### src/design/icc_pkg.sv
// Package for the interrupt claim/complete controller: opcode codes,
// register offsets, field widths and stream word layouts.
// No dependencies.
`timescale 1ns / 1ps

package icc_pkg;

  // Item kinds carried on tuser
  typedef enum logic [1:0] {
    OP_READ  = 2'd0,
    OP_WRITE = 2'd1,
    OP_LINE  = 2'd2
  } opcode_e;

  localparam int unsigned NUM_SOURCES_DEF = 32;
  localparam int unsigned MAX_SOURCES     = 32;

  // Field widths
  localparam int unsigned OPCODE_W = 2;
  localparam int unsigned OFFSET_W = 26;
  localparam int unsigned SIZE_W   = 4;
  localparam int unsigned WDATA_W  = 32;
  localparam int unsigned SRC_W    = 6;
  localparam int unsigned RDATA_W  = 6;

  localparam logic [OFFSET_W-1:0] CLAIM_OFFSET = 26'h0200004;
  localparam logic [SIZE_W-1:0]   WORD_SIZE    = 4'd4;

  // Input word: offset, size, write data, source, level, padded to bytes
  localparam int unsigned IN_BITS   = OFFSET_W + SIZE_W + WDATA_W + SRC_W + 1;
  localparam int unsigned IN_DATA_W = ((IN_BITS + 7) / 8) * 8;
  localparam int unsigned IN_USER_W = OPCODE_W;

  // Output word: read data, error, external interrupt
  localparam int unsigned OUT_BITS   = RDATA_W + 2;
  localparam int unsigned OUT_DATA_W = ((OUT_BITS + 7) / 8) * 8;

  typedef struct packed {
    logic                external_irq;
    logic                access_error;
    logic [RDATA_W-1:0]  read_data;
  } result_t;

  typedef struct packed {
    logic                line_level;
    logic [SRC_W-1:0]    source_number;
    logic [WDATA_W-1:0]  write_data;
    logic [SIZE_W-1:0]   access_size;
    logic [OFFSET_W-1:0] access_offset;
  } item_t;

endpackage

### src/design/interrupt_claim_complete_controller_core.sv
// Interrupt claim/complete controller core: pending and served masks,
// claim read with lowest-source priority encoder, completion write.
// Depends on icc_pkg.
`timescale 1ns / 1ps

// Channel   Dir  Handshake                     Payload
// s_axis    in   s_axis_tvalid/s_axis_tready   tdata: item_t, tuser: opcode
// m_axis    out  m_axis_tvalid/m_axis_tready   tdata: result_t
//
// One word per cycle sustained while the output is taken; each word passes
// through the input register and its result leaves from the output register.
// The state update and the priority encode sit between those two registers.
// Reset clears both masks and both valid flags.
// A stalled output holds the result; the input register still drains into
// it once it is taken, so s_axis_tready only drops while both are full.

module interrupt_claim_complete_controller_core #(
  parameter int unsigned NUM_SOURCES = icc_pkg::NUM_SOURCES_DEF
) (
  input  logic                           clk_i,
  input  logic                           rst_ni,
  input  logic                           s_axis_tvalid,
  output logic                           s_axis_tready,
  // [25:0] access_offset, [29:26] access_size, [61:30] write_data,
  // [67:62] source_number, [68] line_level, [71:69] unused
  input  logic [icc_pkg::IN_DATA_W-1:0]  s_axis_tdata,
  // [1:0] opcode
  input  logic [icc_pkg::IN_USER_W-1:0]  s_axis_tuser,
  output logic                           m_axis_tvalid,
  input  logic                           m_axis_tready,
  // [5:0] read_data, [6] access_error, [7] external_irq
  output logic [icc_pkg::OUT_DATA_W-1:0] m_axis_tdata
);
  import icc_pkg::*;

  // Input register
  logic                 in_valid_q;
  item_t                item_q;
  logic [OPCODE_W-1:0]  opcode_q;

  // State
  logic [NUM_SOURCES-1:0] pending_q, pending_d;
  logic [NUM_SOURCES-1:0] served_q, served_d;

  // Output register
  logic    out_valid_q;
  result_t result_q, result_d;

  logic advance;
  logic in_load;

  logic [NUM_SOURCES-1:0] open_req;
  logic [NUM_SOURCES-1:0] claim_oh;
  logic [RDATA_W-1:0]     claim_num;
  logic [NUM_SOURCES-1:0] src_oh;
  logic [NUM_SOURCES-1:0] done_oh;
  logic                   size_ok;
  logic                   at_claim;

  assign advance       = in_valid_q && (!out_valid_q || m_axis_tready);
  assign s_axis_tready = !in_valid_q || advance;
  assign in_load       = s_axis_tvalid && s_axis_tready;

  always_ff @(posedge clk_i or negedge rst_ni) begin
    if (!rst_ni) begin
      in_valid_q <= 1'b0;
    end else if (s_axis_tready) begin
      in_valid_q <= s_axis_tvalid;
    end
  end

  always_ff @(posedge clk_i) begin
    if (in_load) begin
      item_q   <= item_t'(s_axis_tdata[IN_BITS-1:0]);
      opcode_q <= s_axis_tuser;
    end
  end

  // Lowest open request; isolate it with x & -x, then encode
  assign open_req = pending_q & ~served_q;
  assign claim_oh = open_req & (~open_req + NUM_SOURCES'(1));

  always_comb begin
    claim_num = '0;
    for (int i = 0; i < NUM_SOURCES; i++) begin
      if (claim_oh[i]) claim_num = claim_num | RDATA_W'(i + 1);
    end
  end

  // Source and completion decoders, numbered from 1; out of range gives 0
  always_comb begin
    for (int i = 0; i < NUM_SOURCES; i++) begin
      src_oh[i]  = (item_q.source_number == SRC_W'(i + 1));
      done_oh[i] = (item_q.write_data == WDATA_W'(i + 1));
    end
  end

  assign size_ok  = (item_q.access_size == WORD_SIZE);
  assign at_claim = (item_q.access_offset == CLAIM_OFFSET);

  always_comb begin
    pending_d = pending_q;
    served_d  = served_q;
    result_d  = '0;
    case (opcode_e'(opcode_q))
      OP_LINE: begin
        if (item_q.line_level) pending_d = pending_q | src_oh;
        else                   pending_d = pending_q & ~src_oh;
      end
      OP_READ: begin
        if (!size_ok) begin
          result_d.access_error = 1'b1;
        end else if (at_claim) begin
          served_d           = served_q | claim_oh;
          result_d.read_data = claim_num;
        end
      end
      OP_WRITE: begin
        if (!size_ok) begin
          result_d.access_error = 1'b1;
        end else if (at_claim) begin
          served_d = served_q & ~done_oh;
        end
      end
      default: ;
    endcase
    result_d.external_irq = |(pending_d & ~served_d);
  end

  always_ff @(posedge clk_i or negedge rst_ni) begin
    if (!rst_ni) begin
      pending_q   <= '0;
      served_q    <= '0;
      out_valid_q <= 1'b0;
    end else begin
      if (advance) begin
        pending_q <= pending_d;
        served_q  <= served_d;
      end
      if (advance) begin
        out_valid_q <= 1'b1;
      end else if (m_axis_tready) begin
        out_valid_q <= 1'b0;
      end
    end
  end

  always_ff @(posedge clk_i) begin
    if (advance) result_q <= result_d;
  end

  assign m_axis_tvalid = out_valid_q;
  assign m_axis_tdata  = OUT_DATA_W'(result_q);

`ifndef SYNTHESIS
  // A claim marks at most one source served per word
  a_one_claim: assert property (@(posedge clk_i) disable iff (!rst_ni)
    $countones(served_q & ~$past(served_q)) <= 1)
    else $error("more than one source claimed in one cycle");

  // An erroneous access never returns a source number
  a_err_no_data: assert property (@(posedge clk_i) disable iff (!rst_ni)
    (m_axis_tvalid && result_q.access_error) |-> (result_q.read_data == '0))
    else $error("error result carries read data");

  // The interrupt flag of a result matches the state it left behind
  a_irq_flag: assert property (@(posedge clk_i) disable iff (!rst_ni)
    advance |=> (result_q.external_irq == |(pending_q & ~served_q)))
    else $error("external_irq does not match updated masks");
`endif

endmodule

### config.mk
export PLATFORM = sky130hd
export DESIGN_NAME = interrupt_claim_complete_controller_core
export DESIGN_NICKNAME = d
export VERILOG_FILES = /design/src/design/icc_pkg.sv /design/src/design/interrupt_claim_complete_controller_core.sv
export SDC_FILE = /design/constraint.sdc
export NUM_CORES = 1
export LEC_CHECK = 0
export BUFFER_PORTS_ARGS = -buffer_cell sky130_fd_sc_hd__buf_4
export CAP_MARGIN = 20
export CORE_MARGIN = 2
export CORE_UTILIZATION = 59
export CTS_CLUSTER_DIAMETER = 200
export DETAILED_ROUTE_END_ITERATION = 12
export PLACE_DENSITY_LB_ADDON = 0.08
export SLEW_MARGIN = 20
export SYNTH_ARGS = -nofsm -noshare
export SYNTH_HDL_FRONTEND = slang
export SYNTH_SLANG_ARGS = --single-unit
### constraint.sdc
create_clock -name clk_i -period 4.06 [get_ports clk_i]
set_input_delay 0.609 -clock clk_i [delete_from_list [all_inputs] [get_ports clk_i]]
set_output_delay 0.609 -clock clk_i [all_outputs]
set_load 0.05 [all_outputs]
==> results of run 1 <==
==> power groups by stage <==
stage	clock network, W	logic, W	registers (W)
2_1_floorplan	0	0.000376	0.00172
3_3_place_gp	0	0.000629	0.00172
3_5_place_dp	0	0.000637	0.00173
4_1_cts	0.00155	0.000641	0.00170
5_1_grt	0.00160	0.000695	0.00171
6_report	0.00154	0.000663	0.00171
==> cell families (layout without fill, tap and decap cells) <==
family          count (synthesis)  count (layout)
buf+inv                        48             162
simple gates                  363             363
flops                         145             145
compound gates                159             159
mux                            52              52
==> worst max path at each step <==
stage                       start         endpoint  slack [ps]  cells past startpoint
finish                 item_q[27]  m_axis_tdata[7]         390                      9
floorplan           m_axis_tvalid        item_q[0]         760                      2
global placement       item_q[27]  m_axis_tdata[7]         520                      9
global route           item_q[26]  m_axis_tdata[7]         210                      9
CTS                    item_q[27]  m_axis_tdata[7]         500                      9
detailed placement     item_q[26]  m_axis_tdata[7]         530                      9
==> area by class of cell <==
type	instances	share of cell area [%]
clock buffer	18	4.55
clock inverter	14	1.49
inverter	7	0.279
multi-input combinational	574	38.9
sequential	145	42.7
tap	176	2.33
timing repair buffer	123	9.79
==> critical path, cell delays in order, from the launching register on <==
cell	delay, ps
edfxtp_1	370
nor4b_1	490
nand4_1	330
nor4_4	760
a311oi_1	220
nor4_1	440
nand4_1	230
a2111oi_2	340
buf_4	190
nand2_1	50
==> metrics by stage <==
stage | worst slack (ps) | hold slack (ps) | instances | total power [W]
floorplan | 763 | 313 | 767 | 0.00210
global placement | 519 | 470 | 1025 | 0.00235
detailed placement | 528 | 494 | 1025 | 0.00237
CTS | 504 | 336 | 1057 | 0.00389
global route | 210 | 339 | 1057 | 0.00401
finish | 392 | 322 | 1057 | 0.00390
==> metal layers <==
layer  GRT usage [%]  wire (um)  vias to the layer above
met4            21.3       1570                        0
met3            9.27       2940                      118
li1                -          -                     3155
met1            46.8       9630                     3463
met5               0          0                        -
met2            57.4      11800                      494
==> placed cells by master, fill, tap and decap left out, drive strengths merged, types with 23 or more instances in the layout <==
cell type | synthesis | layout
buf | 9 | 123
nand2b | 29 | 29
o21ai | 52 | 52
nor2 | 53 | 53
nand3 | 34 | 34
mux2 | 33 | 33
nand4 | 30 | 30
edfxtp | 79 | 79
dfrtp | 66 | 66
nand2 | 72 | 72
a21oi | 25 | 25
nor3 | 28 | 28
nor2b | 26 | 26
nor4 | 23 | 23
==> state kept, by name, indices dropped and copies added, names as in the netlist <==
register / flops
pending_q: 32
opcode_q: 2
item_q: 69
in_valid_q: 1
m_axis_tdata: 8
served_q: 32
m_axis_tvalid: 1
==> results.yml, run 1 <==
yosys:
  yosysTopAreaCell: "edfxtp_1"
  synth_simple_gate_area_share_pct: 26.2
  synth_adder_area_share_pct: 0
  synth_top_area_share_pct: 30.1
  async_flop_share_pct: 45.5
  synth_mux_area_share_pct: 7.13
  synth_commonest_cells: "edfxtp_1, nand2_1, dfrtp_1, nor2_1, o21ai_0"
  synth.most_common_cell: "edfxtp_1"
  yosysWarnings: 0
  synth-compound-area-share_pct: 13.2
  syn_area_um2: 7880
  synthDistinctLibCells: 70
  synthTopCellsByArea: "edfxtp_1, dfrtp_1, mux2_2"
  synth_flop_cell: "edfxtp_1"
  synthCells: 767
  yosysSeqAreaShare_pct: 51.1
  synth_top_family_by_area: "simple AND/OR/NAND/NOR gates"
  ys_ff_latch: 145
  syn_area_per_cell_um2: 10.3
  synth-xor-area-share_pct: 0
  synthesis.nets: 845
  synth_edf_count: 79
power_and_ir_drop:
  swShare_pct: 29.9
  p_leak_nw: 3.71
  pwr-share-comb_pct: 17.0
  irDropWorstVdd_mv: 0.427
  powerDensity_nw_per_um2: 414
  switchingPower_w: 0.00117
  pwr-share-clk_pct: 39.3
  seqPwrFrac_pct: 43.7
  p_int_w: 0.00274
clock_tree:
  cts_made_buffers: 17
  cts_tree: "done"
  cts_max_level: 4
  ctsHoldBuffers: 0
  postCtsSetupBuffers: 0
  clk_path_buf_depth: 2
  insertion_delay_ps: 430
  root_buffer: "clkbuf_16"
  cts.sinks: 145
  clk_transition_reported_paths_ps: 60
  cts_resized: 0
sta:
  relSlewSlack_pct: 39.4
  fin_skew_ps: 12.5
  worst_pin_slew_ps: 906
  period_minus_slack_ps: 3670
  rsz0062_at_grt: "no"
  tns_ps: 0
  hold_viol_final: 0
  max_freq_ghz: 0.273
  finalMaxSlewViolations: 0
  setup_viol: 0
  post-route-period-util_pct: 90.3
final_layout:
  syn2layout_area_growth_pct: 19.7
  final_util_pct: 71.8
  fin_area_um2: 9430
  layout.nets: 946
  drive_above_1_share_pct: 23.8
  register_area_um2: 4020
  nFillCells: 978
  multi_input_area_um2: 3670
  diodes: 0
grt:
  overflow: 0
  antenna_found_initial: 0
  grt_util_all_layers_pct: 36.8
  grt_pass1_vias: 6937
  grt_max_degree: 67
  grt_first_pass_wirelength_um: 39100
die:
  dieWidth_um: 120
  num_rows: 42
  io_pins: 88
  start_util_pct: 60.0
  die_h_um: 120
  core_um2: 13100
  die_area_um2: 14300
drt:
  first_pass_iters: 9
  vias: 7230
  wl_um: 25900
  vias_per_cell: 6.84
  drcViolationCount: 0
  avgRoutedWirePerCell_um: 24.5
  drtIter0Drc: 900
  ant_nets: 0
setup_path:
  cp-start-kind: "register"
  path_class: "reg2reg"
  rr_endpoint: "m_axis_tdata[7]"
  worstPathMaxFanout: 8
  worstPathArrival_ps: 3840
  reg2reg_setup_slack_ps: 390
  end_kind: "register"
  cp.required_ps: 4230
  worstReg2RegStart: "item_q[27]"
  rr_worst_depth: 9
placement:
  io_buffer_count: 84
  gp_congestion: 1.14
  post_dp_cell_area_um2: 8860
  dpl.hpwl_um: 18800
min_path:
  hp-class: "in2async"
outcome:
  status: "finished clean"
job:
  max_cap_violations: 0
No activity file was read; power rests on OpenSTA's default activity.
==> run 2: changes to the inputs <==
--- a/config.mk
+++ b/config.mk
@@ -11,7 +11,7 @@
 export CORE_UTILIZATION = 59
 export CTS_CLUSTER_DIAMETER = 200
 export DETAILED_ROUTE_END_ITERATION = 12
-export PLACE_DENSITY_LB_ADDON = 0.08
+export PLACE_DENSITY = 0.8
 export SLEW_MARGIN = 20
 export SYNTH_ARGS = -nofsm -noshare
 export SYNTH_HDL_FRONTEND = slang
==> run 2 against run 1 <==
Effect of this change:
- clock-buffer cell count fell by 1
- first-iteration DRC count up 23%
- clock skew about the same
- core utilization is 0.30 points higher
- critical endpoint unchanged
- sequential share of layout area decreased by 0.18 points
==> results.yml, run 2 (synthesized netlist as in run 1, its figures left out) <==
outcome:
  status: "finished clean"
final_layout:
  final_cell_mix: "buf_4, edfxtp_1, nand2_1"
  multi_input_area_um2: 3680
  largest_register: "item_q"
  layout.nets: 939
  register_area_um2: 4020
  syn2layout_area_growth_pct: 20.2
  largest_reg_flops: 69
  drive_above_1_share_pct: 23.7
  final_common_cell: "buf_4"
  top_regs: "item_q x69, pending_q x32, served_q x32"
  nFillCells: 891
die:
  dieWidth_um: 120
  start_util_pct: 60.0
  num_rows: 42
  die_area_um2: 14300
  io_pins: 88
  die_h_um: 120
  core_um2: 13100
clock_tree:
  insertion_delay_ps: 440
  root_buffer: "clkbuf_16"
  clk_transition_reported_paths_ps: 70
  cts_tree: "done"
  cts_resized: 0
  cts_made_buffers: 17
  ctsHoldBuffers: 0
  clk_path_buf_depth: 2
  cts_max_level: 4
  postCtsSetupBuffers: 0
  cts.sinks: 145
sta:
  finalMaxSlewViolations: 0
  post-route-period-util_pct: 90.7
  hold_viol_final: 0
  period_minus_slack_ps: 3680
  relSlewSlack_pct: 34.6
  tns_ps: 0
  max_freq_ghz: 0.271
  fin_skew_ps: 12.9
  rsz0062_at_grt: "no"
  worst_pin_slew_ps: 978
  setup_viol: 0
  holdWs_ps: 289
power_and_ir_drop:
  irDropWorstVdd_mv: 0.380
  p_leak_nw: 3.71
  switchingPower_w: 0.00128
  pwr-share-comb_pct: 17.5
  seqPwrFrac_pct: 42.7
  p_int_w: 0.00272
  pwr-share-clk_pct: 39.8
  powerDensity_nw_per_um2: 422
  swShare_pct: 32.1
setup_path:
  worstPathArrival_ps: 3860
  rr_worst_depth: 9
  cp-start-kind: "register"
  reg2reg_setup_slack_ps: 380
  cp.buffers_inverters: 1
  rr_endpoint: "m_axis_tdata[7]"
  worstReg2RegStart: "item_q[27]"
  cp_cell_sequence: "nor4b_1 -> nand4_1 -> nor4_4 -> buf_4 -> a211oi_1 -> nor4_1 -> nand4_1 -> a2111oi_2 -> nand2_1"
  cp_common_cell: "nand4_1"
  critical_path.top_delay_family: "simple AND/OR/NAND/NOR gates"
  cp.required_ps: 4240
  crit_path_max_incr_delay_ps: 690
  worstPathMaxFanout: 13
  crit_start: "item_q[27]"
  end_kind: "register"
  slowest_stage: "nor4b_1"
  path_class: "reg2reg"
drt:
  ant_nets: 0
  vias_per_cell: 7.14
  drcViolationCount: 0
  wl_um: 27500
  drtIter0Drc: 1111
  first_pass_iters: 8
  avgRoutedWirePerCell_um: 26.2
  vias: 7504
grt:
  grt_first_pass_wirelength_um: 41300
  grt_util_all_layers_pct: 39.4
  grt-busiest-layer: "met2"
  grt_max_degree: 67
  antenna_found_initial: 1
  grt_use_met3_pct: 12.5
  grt_util_met2_pct: 59.4
  grt_use_met1_pct: 50.4
  overflow: 0
  grt_pass1_vias: 7109
job:
  max_cap_violations: 0
placement:
  gp_congestion: 1.06
  dpl.hpwl_um: 19600
  io_buffer_count: 84
min_path:
  hp-class: "in2async"
## run 2: worst reg2reg max path: stages (launching register included)
cell and delay, ps:
edfxtp_1 360, nor4b_1 690, nand4_1 360, nor4_4 540, buf_4 300, a211oi_1 120
nor4_1 370, nand4_1 190, a2111oi_2 410, nand2_1 110
## run 2: power groups by stage
| stage | Sequential (W) | Combinational (W) | Clock (W) |
|---|---|---|---|
| 4_1_cts | 0.00171 | 0.000662 | 0.00160 |
| 3_5_place_dp | 0.00173 | 0.000657 | 0 |
| 2_1_floorplan | 0.00172 | 0.000376 | 0 |
| 5_1_grt | 0.00171 | 0.000727 | 0.00166 |
| 6_report | 0.00171 | 0.000699 | 0.00159 |
| 3_3_place_gp | 0.00173 | 0.000648 | 0 |
## run 2: layout make-up
| cell class | count | area share, % |
|---|---|---|
| sequential | 145 | 42.5 |
| multi-input combinational | 574 | 38.9 |
| timing repair buffer | 116 | 9.54 |
| clock buffer | 17 | 4.49 |
| tap | 176 | 2.32 |
| clock inverter | 15 | 1.99 |
| inverter | 7 | 0.277 |
| antenna | 1 | 0.0264 |
## run 2: metal layers
metal / part of all wire (%) / vias up
met3: 13 / 152
met4: 6.0 / 0
met5: 0 / -
met2: 45 / 624
met1: 36 / 3569
li1: - / 3159
## run 2: worst max-delay path by stage
stage,end,slack [ps],depth (start not counted)
finish,m_axis_tdata[7],380,9
global route,m_axis_tdata[7],220,9
CTS,m_axis_tdata[7],430,9
detailed placement,m_axis_tdata[7],480,9
global placement,m_axis_tdata[7],580,8
floorplan,item_q[0],760,2
## run 2: per-stage QoR
step	setup WS [ps]	util [%]	area (um^2)	instances	total power [W]
global placement	585	67.2	8830	1017	0.00237
floorplan	763	-	7880	767	0.00210
global route	221	72.1	9470	1051	0.00410
detailed placement	481	67.2	8830	1017	0.00239
finish	377	72.1	9470	1051	0.00400
CTS	434	71.9	9440	1049	0.00397
